## src/dad_pkg.sv

```systemverilog
// Types, constants and calendar helpers shared by the date_add_days modules.
`timescale 1ns / 1ps
package dad_pkg;

  localparam int MonthW   = 4;
  localparam int DayW     = 5;
  localparam int YearW    = 14;
  localparam int CountW   = 16;
  localparam int CfgIdxW  = 1;
  localparam int CfgDataW = 14;

  // Configuration register indexes.
  localparam logic [CfgIdxW-1:0] CfgMinYear = 1'd0;
  localparam logic [CfgIdxW-1:0] CfgMaxYear = 1'd1;

  localparam logic [YearW-1:0] MinYearRst = 14'd1800;
  localparam logic [YearW-1:0] MaxYearRst = 14'd10000;

  localparam logic [MonthW-1:0] MonthJan = 4'd1;
  localparam logic [MonthW-1:0] MonthFeb = 4'd2;
  localparam logic [MonthW-1:0] MonthDec = 4'd12;
  localparam logic [DayW-1:0]   FebLeap  = 5'd29;
  localparam logic [DayW-1:0]   FirstDay = 5'd1;

  // Month lengths by month number; codes outside 1..12 give zero.
  localparam logic [DayW-1:0] MonthLen [16] = '{
    5'd0, 5'd31, 5'd28, 5'd31, 5'd30, 5'd31, 5'd30, 5'd31,
    5'd31, 5'd30, 5'd31, 5'd30, 5'd31, 5'd0, 5'd0, 5'd0
  };

  // Multiplicative inverse of 25 modulo 2^14 and the largest product that
  // marks an exact multiple of 25.
  localparam logic [YearW-1:0] Inv25    = 14'd7209;
  localparam logic [YearW-1:0] Div25Lim = 14'd655;

  localparam int QDepth = 2;
  localparam int QPtrW  = 1;

  typedef struct packed {
    logic [MonthW-1:0] month;
    logic [DayW-1:0]   day;
    logic [YearW-1:0]  year;
    logic [CountW-1:0] count;
    logic              err;
    logic              leap;
  } item_t;

  typedef enum logic [0:0] {FrIdle, FrCheck} fr_state_t;
  typedef enum logic [1:0] {BkIdle, BkPrep, BkStep} bk_state_t;

  // A year is a multiple of 100 exactly when it is a multiple of 4 and of 25,
  // and a multiple of 400 when it is a multiple of 16 and of 25.
  function automatic logic is_leap(input logic [YearW-1:0] y);
    logic [YearW-1:0] prod;
    logic             div25;
    prod  = YearW'(y * Inv25);
    div25 = (prod <= Div25Lim);
    return ((y[1:0] == 2'd0) && !div25) || ((y[3:0] == 4'd0) && div25);
  endfunction

  function automatic logic [DayW-1:0] month_days(input logic [MonthW-1:0] m,
                                                 input logic leap);
    return ((m == MonthFeb) && leap) ? FebLeap : MonthLen[m];
  endfunction

endpackage

```

## src/dad_front.sv

```systemverilog
// Front end: takes input dates, holds the year range and validates each date.
`timescale 1ns / 1ps
module dad_front (
  input  logic                          clk,
  input  logic                          rst_n,
  input  logic                          start,
  output logic                          busy,
  input  logic [dad_pkg::MonthW-1:0]    in_month,
  input  logic [dad_pkg::DayW-1:0]      in_day,
  input  logic [dad_pkg::YearW-1:0]     in_year,
  input  logic [dad_pkg::CountW-1:0]    in_day_count,
  input  logic                          cfg_we,
  input  logic [dad_pkg::CfgIdxW-1:0]   cfg_index,
  input  logic [dad_pkg::CfgDataW-1:0]  cfg_wdata,
  output logic                          push,
  output dad_pkg::item_t                push_item,
  input  logic                          q_full
);
  import dad_pkg::*;

  fr_state_t         state_r, state_nxt;
  logic [MonthW-1:0] month_r;
  logic [DayW-1:0]   day_r;
  logic [YearW-1:0]  year_r;
  logic [CountW-1:0] count_r;
  logic [YearW-1:0]  min_year_r;
  logic [YearW-1:0]  max_year_r;
  logic              leap;
  logic [DayW-1:0]   len;
  logic              date_ok;

  assign leap    = is_leap(year_r);
  assign len     = month_days(month_r, leap);
  // A zero length means the month code is out of range.
  assign date_ok = (year_r >= min_year_r) && (year_r <= max_year_r) &&
                   (len != '0) && (day_r != '0) && (day_r <= len);

  always_comb begin
    state_nxt = state_r;
    push      = 1'b0;
    case (state_r)
      FrIdle: begin
        if (start) begin
          state_nxt = FrCheck;
        end
      end
      FrCheck: begin
        if (!q_full) begin
          push      = 1'b1;
          state_nxt = FrIdle;
        end
      end
      default: begin
        state_nxt = FrIdle;
      end
    endcase
  end

  assign busy      = (state_r != FrIdle);
  assign push_item = {month_r, day_r, year_r, count_r, !date_ok, leap};

  always_ff @(posedge clk) begin
    if (!rst_n) begin
      state_r    <= FrIdle;
      min_year_r <= MinYearRst;
      max_year_r <= MaxYearRst;
    end else begin
      state_r <= state_nxt;
      if (cfg_we) begin
        case (cfg_index)
          CfgMinYear: min_year_r <= cfg_wdata[YearW-1:0];
          CfgMaxYear: max_year_r <= cfg_wdata[YearW-1:0];
          default: ;
        endcase
      end
    end
  end

  always_ff @(posedge clk) begin
    if (start && (state_r == FrIdle)) begin
      month_r <= in_month;
      day_r   <= in_day;
      year_r  <= in_year;
      count_r <= in_day_count;
    end
  end

endmodule

```

## src/dad_queue.sv

```systemverilog
// Short queue of checked items between the front end and the stepper.
`timescale 1ns / 1ps
module dad_queue (
  input  logic           clk,
  input  logic           rst_n,
  input  logic           push,
  input  dad_pkg::item_t push_item,
  output logic           full,
  input  logic           pop,
  output dad_pkg::item_t pop_item,
  output logic           empty
);
  import dad_pkg::*;

  item_t            mem_r [QDepth];
  logic [QPtrW-1:0] wr_ptr_r, wr_ptr_nxt;
  logic [QPtrW-1:0] rd_ptr_r, rd_ptr_nxt;
  logic [QPtrW:0]   cnt_r, cnt_nxt;

  assign full     = (cnt_r == (QPtrW+1)'(QDepth));
  assign empty    = (cnt_r == '0);
  assign pop_item = mem_r[rd_ptr_r];

  always_comb begin
    wr_ptr_nxt = wr_ptr_r;
    rd_ptr_nxt = rd_ptr_r;
    cnt_nxt    = cnt_r;
    if (push) begin
      wr_ptr_nxt = wr_ptr_r + 1'b1;
    end
    if (pop) begin
      rd_ptr_nxt = rd_ptr_r + 1'b1;
    end
    if (push && !pop) begin
      cnt_nxt = cnt_r + 1'b1;
    end else if (pop && !push) begin
      cnt_nxt = cnt_r - 1'b1;
    end
  end

  always_ff @(posedge clk) begin
    if (!rst_n) begin
      wr_ptr_r <= '0;
      rd_ptr_r <= '0;
      cnt_r    <= '0;
    end else begin
      wr_ptr_r <= wr_ptr_nxt;
      rd_ptr_r <= rd_ptr_nxt;
      cnt_r    <= cnt_nxt;
    end
  end

  always_ff @(posedge clk) begin
    if (push) begin
      mem_r[wr_ptr_r] <= push_item;
    end
  end

endmodule

```

## src/dad_back.sv

```systemverilog
// Back end: advances a valid date one month per cycle and registers the result.
`timescale 1ns / 1ps
module dad_back (
  input  logic                        clk,
  input  logic                        rst_n,
  input  logic                        empty,
  input  dad_pkg::item_t              pop_item,
  output logic                        pop,
  output logic                        out_valid,
  output logic [dad_pkg::MonthW-1:0]  out_month,
  output logic [dad_pkg::DayW-1:0]    out_day,
  output logic [dad_pkg::YearW-1:0]   out_year,
  output logic                        out_date_error
);
  import dad_pkg::*;

  bk_state_t         state_r, state_nxt;
  logic [MonthW-1:0] month_r, month_nxt;
  logic [DayW-1:0]   day_r, day_nxt;
  logic [YearW-1:0]  year_r, year_nxt;
  logic [CountW-1:0] count_r, count_nxt;
  logic              leap_r, leap_nxt;
  logic              next_leap_r;
  logic              out_valid_r, out_valid_nxt;
  logic [MonthW-1:0] out_month_r, out_month_nxt;
  logic [DayW-1:0]   out_day_r, out_day_nxt;
  logic [YearW-1:0]  out_year_r, out_year_nxt;
  logic              out_err_r, out_err_nxt;
  logic [DayW-1:0]   len;
  logic [DayW-1:0]   left;
  logic              roll;

  assign len  = month_days(month_r, leap_r);
  assign left = len - day_r;
  assign roll = (count_r > CountW'(left));

  always_comb begin
    state_nxt     = state_r;
    month_nxt     = month_r;
    day_nxt       = day_r;
    year_nxt      = year_r;
    count_nxt     = count_r;
    leap_nxt      = leap_r;
    out_valid_nxt = 1'b0;
    out_month_nxt = out_month_r;
    out_day_nxt   = out_day_r;
    out_year_nxt  = out_year_r;
    out_err_nxt   = out_err_r;
    pop           = 1'b0;
    case (state_r)
      BkIdle: begin
        if (!empty) begin
          pop       = 1'b1;
          month_nxt = pop_item.month;
          day_nxt   = pop_item.day;
          year_nxt  = pop_item.year;
          count_nxt = pop_item.count;
          leap_nxt  = pop_item.leap;
          if (pop_item.err) begin
            out_valid_nxt = 1'b1;
            out_month_nxt = pop_item.month;
            out_day_nxt   = pop_item.day;
            out_year_nxt  = pop_item.year;
            out_err_nxt   = 1'b1;
          end else begin
            state_nxt = BkPrep;
          end
        end
      end
      BkPrep: begin
        // Wait state so that the next-year leap flag can follow the loaded year.
        state_nxt = BkStep;
      end
      BkStep: begin
        if (roll) begin
          count_nxt = count_r - (CountW'(left) + CountW'(1));
          day_nxt   = FirstDay;
          if (month_r == MonthDec) begin
            month_nxt = MonthJan;
            year_nxt  = year_r + 1'b1;
            leap_nxt  = next_leap_r;
          end else begin
            month_nxt = month_r + 1'b1;
          end
        end else begin
          out_valid_nxt = 1'b1;
          out_month_nxt = month_r;
          out_day_nxt   = DayW'(day_r + count_r[DayW-1:0]);
          out_year_nxt  = year_r;
          out_err_nxt   = 1'b0;
          state_nxt     = BkIdle;
        end
      end
      default: begin
        state_nxt = BkIdle;
      end
    endcase
  end

  always_ff @(posedge clk) begin
    if (!rst_n) begin
      state_r     <= BkIdle;
      out_valid_r <= 1'b0;
    end else begin
      state_r     <= state_nxt;
      out_valid_r <= out_valid_nxt;
    end
  end

  always_ff @(posedge clk) begin
    month_r     <= month_nxt;
    day_r       <= day_nxt;
    year_r      <= year_nxt;
    count_r     <= count_nxt;
    leap_r      <= leap_nxt;
    // Leap flag of the following year, ready for a December rollover.
    next_leap_r <= is_leap(year_r + 1'b1);
    out_month_r <= out_month_nxt;
    out_day_r   <= out_day_nxt;
    out_year_r  <= out_year_nxt;
    out_err_r   <= out_err_nxt;
  end

  assign out_valid      = out_valid_r;
  assign out_month      = out_month_r;
  assign out_day        = out_day_r;
  assign out_year       = out_year_r;
  assign out_date_error = out_err_r;

endmodule

```

## src/date_add_days.sv

```systemverilog
// Top level of the Gregorian date advance block.
//
//   Channel  Handshake               Payload
//   input    start / busy            in_month, in_day, in_year, in_day_count
//   result   out_valid (one cycle)   out_month, out_day, out_year, out_date_error
//   config   cfg_we                  cfg_index, cfg_wdata
//
// The front end takes no new item until it has pushed the last one into the
// two-entry queue, and it waits while the queue is full. The stepper reports an
// invalid date from idle; a valid one passes a preparation state, then a stepping
// state that crosses one month boundary at a time (at most about 2160).
// Synchronous active-low reset restores the year range to 1800..10000.
// The receiver takes every result in the cycle that out_valid marks.
`timescale 1ns / 1ps
module date_add_days (
  input  logic                          clk,
  input  logic                          rst_n,
  input  logic                          start,
  output logic                          busy,
  input  logic [dad_pkg::MonthW-1:0]    in_month,
  input  logic [dad_pkg::DayW-1:0]      in_day,
  input  logic [dad_pkg::YearW-1:0]     in_year,
  input  logic [dad_pkg::CountW-1:0]    in_day_count,
  input  logic                          cfg_we,
  input  logic [dad_pkg::CfgIdxW-1:0]   cfg_index,
  input  logic [dad_pkg::CfgDataW-1:0]  cfg_wdata,
  output logic                          out_valid,
  output logic [dad_pkg::MonthW-1:0]    out_month,
  output logic [dad_pkg::DayW-1:0]      out_day,
  output logic [dad_pkg::YearW-1:0]     out_year,
  output logic                          out_date_error
);
  import dad_pkg::*;

  item_t push_item;
  item_t pop_item;
  logic  push;
  logic  pop;
  logic  q_full;
  logic  q_empty;

  dad_front u_front (
    .clk          (clk),
    .rst_n        (rst_n),
    .start        (start),
    .busy         (busy),
    .in_month     (in_month),
    .in_day       (in_day),
    .in_year      (in_year),
    .in_day_count (in_day_count),
    .cfg_we       (cfg_we),
    .cfg_index    (cfg_index),
    .cfg_wdata    (cfg_wdata),
    .push         (push),
    .push_item    (push_item),
    .q_full       (q_full)
  );

  dad_queue u_queue (
    .clk       (clk),
    .rst_n     (rst_n),
    .push      (push),
    .push_item (push_item),
    .full      (q_full),
    .pop       (pop),
    .pop_item  (pop_item),
    .empty     (q_empty)
  );

  dad_back u_back (
    .clk            (clk),
    .rst_n          (rst_n),
    .empty          (q_empty),
    .pop_item       (pop_item),
    .pop            (pop),
    .out_valid      (out_valid),
    .out_month      (out_month),
    .out_day        (out_day),
    .out_year       (out_year),
    .out_date_error (out_date_error)
  );

endmodule

```

## config.mk

```make
export PLATFORM = sky130hd
export DESIGN_NAME = date_add_days
export DESIGN_NICKNAME = d
export VERILOG_FILES = /design/src/dad_pkg.sv /design/src/dad_front.sv /design/src/dad_queue.sv /design/src/dad_back.sv /design/src/date_add_days.sv
export SDC_FILE = /design/constraint.sdc
export NUM_CORES = 1
export LEC_CHECK = 0
export BUFFER_PORTS_ARGS = -buffer_cell sky130_fd_sc_hd__buf_2
export CAP_MARGIN = 15
export CORE_MARGIN = 2
export CORE_UTILIZATION = 55
export CTS_CLUSTER_SIZE = 10
export DETAILED_ROUTE_END_ITERATION = 8
export PLACE_DENSITY_LB_ADDON = 0.1
export SETUP_SLACK_MARGIN = 0.05
export SLEW_MARGIN = 0
export SYNTH_ARGS = -nofsm -noshare
export SYNTH_HDL_FRONTEND = slang
export SYNTH_SLANG_ARGS = --single-unit
```

## constraint.sdc

```tcl
create_clock -name clk -period 4.9 [get_ports clk]
set_input_delay 0.49 -clock clk [delete_from_list [all_inputs] [get_ports clk]]
set_output_delay 0.49 -clock clk [all_outputs]
set_load 0.005 [all_outputs]
```

==> results.py, run 1 <==
metrics = {
    "status": {
        "status": "finished, violations left",
        "violations": "negative setup slack",
    },
    "grt": {
        "busiest_layer": "met2",
        "antenna_found_initial": 0,
        "grt_max_degree": 66,
        "met3_usage_pct": 2.87,
        "grtUsageMet1_pct": 27.6,
        "grtUsageMet2_pct": 35.7,
        "grt_pass1_wl_mm": 39.4,
        "grt_pass1_vias": 8023,
        "grt_usage_pct": 20.6,
        "grt-ovfl-total": 0,
    },
    "synth": {
        "synthAdderAreaFrac_pct": 17.6,
        "synth_top_family_by_area": "adder cells",
        "ys_seq_area_share_pct": 51.0,
        "syn-cell-area_sq_um": 12400,
        "synth-seq-cells": 223,
        "synthXorXnorAreaFrac_pct": 5.08,
        "async_reset_ff_share_pct": 0,
        "synth_edf_count": 185,
        "synth-simple-area-share_pct": 10.3,
        "synthCells": 1075,
        "synth-compound-area-share_pct": 9.84,
        "yosys_warnings": 0,
        "synth_cell_type_count": 60,
        "synth_flop_cell": "edfxtp_1",
        "synth_nets": 1293,
        "syn_area_per_cell_sq_um": 11.5,
        "muxShareOfSynthArea_pct": 1.37,
    },
    "route": {
        "drtIter0Drc": 330,
        "drc": 0,
        "dr.pass1.iters": 4,
        "drt-vias-per-instance": 5.30,
        "postRouteWirelength_mm": 23.7,
        "vias": 7888,
        "wl_per_cell_microns": 15.9,
        "ant_nets": 0,
    },
    "setup_path": {
        "crit_fanout": 5,
        "critPathLaunchType": "flop",
        "crit_required_ns": 5.16,
        "cp-end-kind": "flop",
        "arrival_ns": 5.34,
        "setup.worst_path.class": "flop to flop",
    },
    "clock_tree": {
        "cts_hold_buf": 0,
        "cts_sinks": 223,
        "clockBufferDepth": 3,
        "path_clk_slew_ns": 0.06,
        "htreeDepth": 1,
        "cts_buffers": 26,
        "cts_tree": "built",
        "clock_latency_ns": 0.53,
        "cts_root_buf": "clkbuf_16",
    },
    "floorplan": {
        "die_w_microns": 154,
        "fp.dieArea_sq_um": 23700,
        "core_area_sq_um": 22000,
        "num_rows": 54,
        "pin_count": 84,
        "initial_core_util_pct": 56.4,
        "die_h_microns": 154,
    },
    "placed_design": {
        "gp_congestion": 0.834,
        "placed_cells": 1440,
        "place_area_sq_um": 13300,
        "dp_hpwl_mm": 17.2,
        "io_buffers": 83,
        "dp_slack_ns": -0.137,
    },
    "sta": {
        "slew_violations": 0,
        "rsz0062_at_grt": "yes",
        "period_minus_slack_ns": 5.08,
        "setup_viol": 2,
        "tightest_slew_ns": 1.08,
        "layout_setup_ws_ns": -0.181,
        "skew_ns": 0.0151,
        "fin_crit_sh_pct": 104,
        "max_freq_ghz": 0.197,
        "finalHoldViolCount": 0,
        "relSlewSlack_pct": 28.1,
    },
    "finish": {
        "final_nets": 1407,
        "fin_area_sq_um": 14200,
        "fin_cells": 1489,
        "mostFrequentLayoutCell": "edfxtp_1",
        "post-route-util_pct": 64.5,
        "final_cell_mix": "185 x edfxtp_1, 132 x ha_1, 118 x inv_1, 83 x buf_2, 78 x nor2_1",
        "n_fill_cell": 1758,
        "diodes": 0,
        "layout-drive-gt1-share_pct": 14.6,
        "syn_to_final_growth_pct": 14.4,
    },
    "hold_path": {
        "hold_class": "input pin to flop",
    },
    "run": {
        "drv_cap": 0,
    },
}
what timing repair did:
action,in CTS,in global routing
buffers inserted,1,0
pin swaps,0,1
gates resized for setup,1,12
gates cloned,0,0
setup endpoints to repair,2,5
flip-flops by register name, summed over array words and instances (netlist names), named ones only:
register and cells:
u_back.month_r 4, u_back.out_date_error 1, u_queue.cnt_r 2, u_front.day_r 5
u_queue.wr_ptr_r 1, u_front.max_year_r 14, u_back.leap_r 1, u_back.year_r 14
u_front.month_r 4, u_back.day_r 5, u_queue.rd_ptr_r 1, u_back.next_leap_r 1
u_front.busy 1, u_back.out_valid 1, u_front.count_r 16, u_front.year_r 14
u_front.min_year_r 14, u_back.out_year 14, u_back.out_day 5, u_back.state_r 2
u_back.count_r 16, u_queue.mem_r 82, u_back.out_month 4
worst max-delay path: stages (launching register included):
cell,delay [ns]
edfxtp_1,0.41
fa_1,0.60
ha_4,0.22
ha_4,0.26
inv_2,0.03
fa_1,0.47
fa_2,0.59
inv_2,0.04
ha_4,0.29
a21oi_2,0.06
a32oi_1,0.22
xnor2_1,0.10
nand3_1,0.11
o211ai_1,0.10
a21oi_1,0.15
ha_2,0.18
nor2b_1,0.04
o21a_1,0.16
o21ai_1,0.11
nand2b_1,0.07
a21oi_1,0.15
a31oi_1,0.08
nor4_1,0.25
nand3_1,0.15
path summary, 6_finish.rpt:
kind / from / to / slack, ns / cells past startpoint
max: u_front.year_r[1] / u_queue.mem_r[0][1] / -0.18 / 23
max reg2reg: u_front.year_r[1] / u_queue.mem_r[0][1] / -0.18 / 23
min reg2reg: u_front.count_r[7] / u_queue.mem_r[0][9] / 0.44 / 0
min: in_year[12] / u_front.year_r[12] / 0.13 / 1
area by class of cell:
| class | count | area [sq um] | share of cell area [%] |
|---|---|---|---|
| clock inverter | 1 | 16.3 | 0.115 |
| timing repair buffer | 115 | 668 | 4.72 |
| tap | 280 | 350 | 2.47 |
| sequential | 223 | 6320 | 44.6 |
| inverter | 125 | 470 | 3.32 |
| multi-input combinational | 698 | 5580 | 39.4 |
| clock buffer | 47 | 759 | 5.36 |
routing by layer:
metal	vias to the layer above	wire [microns]
met2	134	11200
met5	-	0
met1	3698	11100
li1	4015	-
met4	0	457
met3	41	926
kinds of logic (layout without fill, tap and decap cells):
group                      count (synthesis)  count (layout)
adders and majority gates                160             160
xor gates and xnor gates                  71              71
buffers and inverters                    154             288
AOI/OAI and AO/OA                        185             185
muxes                                     17              17
DFF                                      223             223
and+or+nand+nor                          265             265
Yosys cell counts, types with 22 or more instances:
cell	number	share of area, %
a21boi_1	22	1.3
edfxtp_1	185	45
dfxtp_1	38	6.1
nand2_1	77	2.3
ha_1	136	14
nor2_1	78	2.4
a211oi_1	27	1.6
a21oi_1	44	1.8
nor2b_1	40	2.0
xnor2_1	43	3.0
inv_1	120	3.6
fa_1	24	3.9
xor2_1	27	1.9
through the flow:
stage	setup TNS (ns)	hold slack, ns
2_1_floorplan	0	0.421
3_3_place_gp	0	0.425
3_5_place_dp	-0.275	0.430
4_1_cts	-0.231	0.109
5_1_grt	-0.982	0.113
6_report	-0.362	0.131
Power of run 1 is not shown: default switching activity piles up to over one toggle a cycle in this logic, so the estimate is an artifact.
==> run 2: changes to the inputs <==
Settings changed: CAP_MARGIN 15 to default, CORE_ASPECT_RATIO from default to 1.75.
==> run 2 against run 1 <==
  * The run still ends with negative setup slack left
  * Utilization is 0.30 points lower
  * Final cell count rose by 1.4%
  * Global-route usage rose by 0.27 points
  * Non-clock buffer count up 5
  * Sequential share of layout area about the same
  * Critical path depth is the same
  * Via count grew 1.4%
==> results.py, run 2 (synthesis gave the netlist of run 1 again) <==
metrics = {
    "route": {
        "postRouteWirelength_mm": 24.2,
        "wl_per_cell_microns": 16.1,
        "drt-vias-per-instance": 5.30,
        "dr.pass1.iters": 4,
        "drc": 0,
        "drtIter0Drc": 405,
        "ant_nets": 0,
        "vias": 7996,
    },
    "run": {
        "drv_cap": 0,
    },
    "finish": {
        "largest_registers": "u_queue.mem_r: 82 flops, u_back.count_r: 16 flops, u_front.count_r: 16 flops",
        "regMostFlops": "u_queue.mem_r",
        "mostFrequentLayoutCell": "edfxtp_1",
        "largest_reg_flops": 82,
        "final_cell_mix": "185 x edfxtp_1, 134 x ha_1, 119 x inv_1, 83 x buf_2, 78 x nor2_1",
        "diodes": 0,
        "final_nets": 1412,
        "syn_to_final_growth_pct": 14.4,
        "layout-drive-gt1-share_pct": 14.7,
        "fin_area_sq_um": 14200,
    },
    "sta": {
        "tightest_slew_ns": 1.13,
        "setup_viol": 2,
        "slew_violations": 0,
        "relSlewSlack_pct": 24.7,
        "skew_ns": 0.0146,
        "period_minus_slack_ns": 4.94,
        "whs_ns": 0.136,
        "rsz0062_at_grt": "yes",
        "max_freq_ghz": 0.202,
        "layout_setup_ws_ns": -0.0403,
        "finalHoldViolCount": 0,
        "fin_crit_sh_pct": 101,
    },
    "floorplan": {
        "initial_core_util_pct": 56.1,
        "fp.dieArea_sq_um": 23800,
        "pin_count": 84,
        "die_h_microns": 202,
        "core_area_sq_um": 22100,
        "num_rows": 72,
        "die_w_microns": 117,
    },
    "status": {
        "status": "finished, violations left",
        "violations": "negative setup slack",
    },
    "setup_path": {
        "rrSetupSlack_ns": -0.04,
        "critPathLaunchType": "flop",
        "timing.rr.start": "u_front.year_r[1]",
        "crit_fanout": 4,
        "rr_endpoint": "u_queue.mem_r[0][1]",
        "worst_r2r_path_depth": 23,
        "arrival_ns": 5.20,
        "setup.worst_path.class": "flop to flop",
        "crit_required_ns": 5.16,
        "cp-end-kind": "flop",
    },
    "clock_tree": {
        "clock_latency_ns": 0.53,
        "cts_buffers": 26,
        "clockBufferDepth": 3,
        "cts_tree": "built",
        "path_clk_slew_ns": 0.06,
        "cts_hold_buf": 0,
        "cts_root_buf": "clkbuf_16",
        "htreeDepth": 1,
        "cts_sinks": 223,
    },
    "placed_design": {
        "gp_congestion": 0.860,
        "io_buffers": 83,
        "dp_slack_ns": -0.106,
        "dp_hpwl_mm": 18.3,
        "place_area_sq_um": 13400,
    },
    "hold_path": {
        "worstHoldEndpoint": "u_front.count_r[1]",
        "whs_path_depth": 1,
        "worstHoldStart": "in_day_count[1]",
        "hold_class": "input pin to flop",
    },
    "grt": {
        "grt_max_degree": 66,
        "antenna_found_initial": 0,
        "grt-ovfl-total": 0,
        "grt_pass1_vias": 8151,
        "grt_pass1_wl_mm": 39.6,
        "grt_usage_pct": 20.9,
    },
}
[run 2: cell type report]
type,instances,area (sq um)
Multi-Input combinational cell,698,5570
Timing Repair Buffer,120,693
Clock inverter,2,22.5
Clock buffer,46,726
Sequential cell,223,6320
Fill cell,1783,7900
Inverter,125,470
Tap cell,296,370
[run 2: timing repair]
| item | CTS | global route |
|---|---|---|
| cloned | 0 | 0 |
| buffers inserted | 0 | 3 |
| gates resized for setup | 0 | 12 |
| pin swaps | 0 | 2 |
| setup endpoints to repair | 2 | 4 |
[run 2: metrics by stage]
stage / TNS [ns] / util, % / cells
5_1_grt: -0.710 / 64.2 / 1510
3_5_place_dp: -0.212 / 60.5 / 1459
4_1_cts: -0.186 / 63.9 / 1507
2_1_floorplan: 0 / - / 1075
6_report: -0.0804 / 64.2 / 1510
3_3_place_gp: -0.0328 / 60.5 / 1459
[run 2: worst max-delay path by stage]
| stage | start | cells after the start | end |
|---|---|---|---|
| 2_1_floorplan | u_back.month_r[0] | 17 | u_back.leap_r |
| 3_3_place_gp | u_front.year_r[1] | 23 | u_queue.mem_r[1][1] |
| 3_5_place_dp | u_front.year_r[1] | 23 | u_queue.mem_r[0][1] |
| 4_1_cts | u_front.year_r[1] | 23 | u_queue.mem_r[0][1] |
| 5_1_grt | u_front.year_r[2] | 23 | u_queue.mem_r[0][1] |
| 6_report | u_front.year_r[1] | 23 | u_queue.mem_r[0][1] |
[run 2: metal layers]
layer	vias to the layer above	wire (microns)	GRT usage, %
met1	3784	9450	22.8
met2	136	13000	39.8
li1	4016	-	-
met4	0	1060	9.77
met5	-	0	0
met3	60	762	2.53
[run 2: worst max-delay path, stage by stage, from the launching register on]
cell and delay, ns:
edfxtp_1 0.41, fa_1 0.55, ha_1 0.22, ha_1 0.27, inv_1 0.04, fa_1 0.46
fa_1 0.56, inv_2 0.05, ha_4 0.25, buf_4 0.14, o221ai_2 0.15, nor3_1 0.08
nand3_1 0.13, o211ai_1 0.10, a21oi_1 0.16, ha_2 0.18, nor2b_1 0.04, o21a_1 0.17
o21ai_2 0.11, nand2b_1 0.07, a21oi_1 0.13, a31oi_1 0.05, nor4_1 0.22, nand3_1 0.13
Power of run 2 is left out for the same reason.
==> run 3: changes to the inputs <==
Settings changed: CORE_ASPECT_RATIO 1.75 to 2.
==> run 3 against run 2 <==
  * The run still ends with negative setup slack left
  * Setup slack worse by 0.043 ns
  * Final cell count is 1.3% lower
  * Final area is 0.18% lower
  * Sequential share of layout area is 0.083 points higher
  * Register-to-register slack worse by 0.04 ns
  * Via count is 0.53% higher
  * Global-route usage is 0.90 points higher
  * Fmax is 0.86% lower
  * Sequential cell count stayed put
  * Hold slack worse by 0.0022 ns
  * Largest cell class unchanged
  * Highest routed layer unchanged
==> results.py, run 3 (synthesis gave the netlist of run 1 again) <==
metrics = {
    "sta": {
        "slew_violations": 0,
        "max_freq_ghz": 0.201,
        "rsz0062_at_grt": "yes",
        "setup_viol": 2,
        "skew_ns": 0.00949,
        "fin_crit_sh_pct": 102,
        "period_minus_slack_ns": 4.98,
        "whs_ns": 0.134,
        "relSlewSlack_pct": 24.3,
        "tightest_slew_ns": 1.13,
        "finalHoldViolCount": 0,
        "layout_setup_ws_ns": -0.0831,
    },
    "setup_path": {
        "critical-path-max-stage-delay_ns": 0.56,
        "crit_top_cell": "fa_1",
        "critPathSlowestCell": "fa_1",
        "arrival_ns": 5.24,
        "crit_required_ns": 5.16,
        "critPathLaunchType": "flop",
        "cp-end-kind": "flop",
        "crit_fanout": 6,
        "setup.worst_path.class": "flop to flop",
        "crit_chain": "fa_1 -> ha_1 -> ha_1 -> inv_1 -> fa_1 -> fa_1 -> inv_2 -> ha_4 -> a21oi_2 -> a32oi_1 -> xnor2_1 -> nand3_1 -> o211ai_1 -> a21oi_1 -> ha_2 -> nor2b_1 -> o21a_1 -> o21ai_1 -> nand2b_1 -> a21oi_1 -> a31oi_1 -> nor4_1 -> nand3_1",
    },
    "grt": {
        "grt_max_degree": 66,
        "grt_pass1_vias": 8211,
        "grt-ovfl-total": 0,
        "antenna_found_initial": 0,
        "grt_usage_pct": 21.8,
        "grt_pass1_wl_mm": 39.8,
    },
    "route": {
        "postRouteWirelength_mm": 24.7,
        "wl_per_cell_microns": 16.6,
        "drtIter0Drc": 292,
        "drc": 0,
        "vias": 8038,
        "drt-vias-per-instance": 5.39,
        "ant_nets": 0,
        "dr.pass1.iters": 4,
    },
    "floorplan": {
        "die_w_microns": 110,
        "die_h_microns": 216,
        "fp.dieArea_sq_um": 23800,
        "num_rows": 77,
        "pin_count": 84,
        "core_area_sq_um": 22200,
        "initial_core_util_pct": 55.9,
    },
    "placed_design": {
        "dp_hpwl_mm": 18.8,
        "gp_congestion": 0.874,
        "place_area_sq_um": 13400,
        "placed_cells": 1441,
        "io_buffers": 83,
    },
    "finish": {
        "fin_area_sq_um": 14100,
        "final_cell_mix": "185 x edfxtp_1, 134 x ha_1, 119 x inv_1, 83 x buf_2, 78 x nor2_1",
        "layout-drive-gt1-share_pct": 14.4,
        "diodes": 0,
        "syn_to_final_growth_pct": 14.2,
        "largest_reg_flops": 82,
        "final_nets": 1412,
        "fin_cells": 1490,
        "mostFrequentLayoutCell": "edfxtp_1",
        "regMostFlops": "u_queue.mem_r",
        "largest_registers": "u_queue.mem_r: 82 flops, u_back.count_r: 16 flops, u_front.count_r: 16 flops",
    },
    "clock_tree": {
        "path_clk_slew_ns": 0.06,
        "cts_tree": "built",
        "cts_hold_buf": 0,
        "clockBufferDepth": 3,
        "htreeDepth": 1,
        "cts_root_buf": "clkbuf_16",
        "cts_buffers": 26,
        "cts_sinks": 223,
        "clock_latency_ns": 0.53,
    },
    "status": {
        "violations": "negative setup slack",
        "status": "finished, violations left",
    },
    "hold_path": {
        "hold_class": "input pin to flop",
    },
    "run": {
        "drv_cap": 0,
    },
}
[run 3: path summary, 6_finish.rpt]
kind / endpoint / slack [ns] / startpoint / cells after the start
worst max-delay path: u_queue.mem_r[1][1] / -0.08 / u_front.year_r[1] / 23
worst min-delay path: u_front.year_r[10] / 0.13 / in_year[10] / 1
worst max register to register: u_queue.mem_r[1][1] / -0.08 / u_front.year_r[1] / 23
worst min register to register: u_queue.mem_r[1][5] / 0.44 / u_front.count_r[3] / 0
[run 3: worst max-delay path, delay by kind of cell, from the launching register on]
kind | cells | cell delay [ns]
adders and majority gates | 7 | 2.53
AOI/OAI and AO/OA | 8 | 1.03
and+or+nand+nor | 5 | 0.55
DFF | 1 | 0.41
buffers and inverters | 2 | 0.10
xor gates and xnor gates | 1 | 0.09
[run 3: metal layers]
| metal | share of wire [%] | track usage (%) | up-vias | routed length [microns] |
|---|---|---|---|---|
| met5 | 0 | 0 | - | 0 |
| met4 | 4.7 | 10.4 | 0 | 1170 |
| met3 | 3.3 | 2.29 | 57 | 823 |
| met2 | 56 | 41.0 | 158 | 13800 |
| met1 | 36 | 23.3 | 3812 | 8960 |
| li1 | - | - | 4011 | - |
[run 3: what timing repair did]
item	in CTS	in global routing
setup endpoints to repair	2	5
buffers inserted	0	1
resized for setup	0	8
[run 3: layout make-up]
class / count / area [sq um]
multi-input combinational: 698 / 5560
clock buffer: 46 / 726
timing repair buffer: 120 / 706
tap: 276 / 345
fill: 1863 / 8010
clock inverter: 2 / 25.0
sequential: 223 / 6320
inverter: 125 / 470
[run 3: through the flow]
step,setup WS [ns],TNS (ns),util [%]
floorplan,0.0501,0,-
global placement,-0.0193,-0.0387,60.3
detailed placement,-0.0747,-0.149,60.3
CTS,-0.0645,-0.127,63.7
global route,-0.342,-0.679,63.8
finish,-0.0831,-0.165,63.8
Power of run 3 is left out for the same reason.
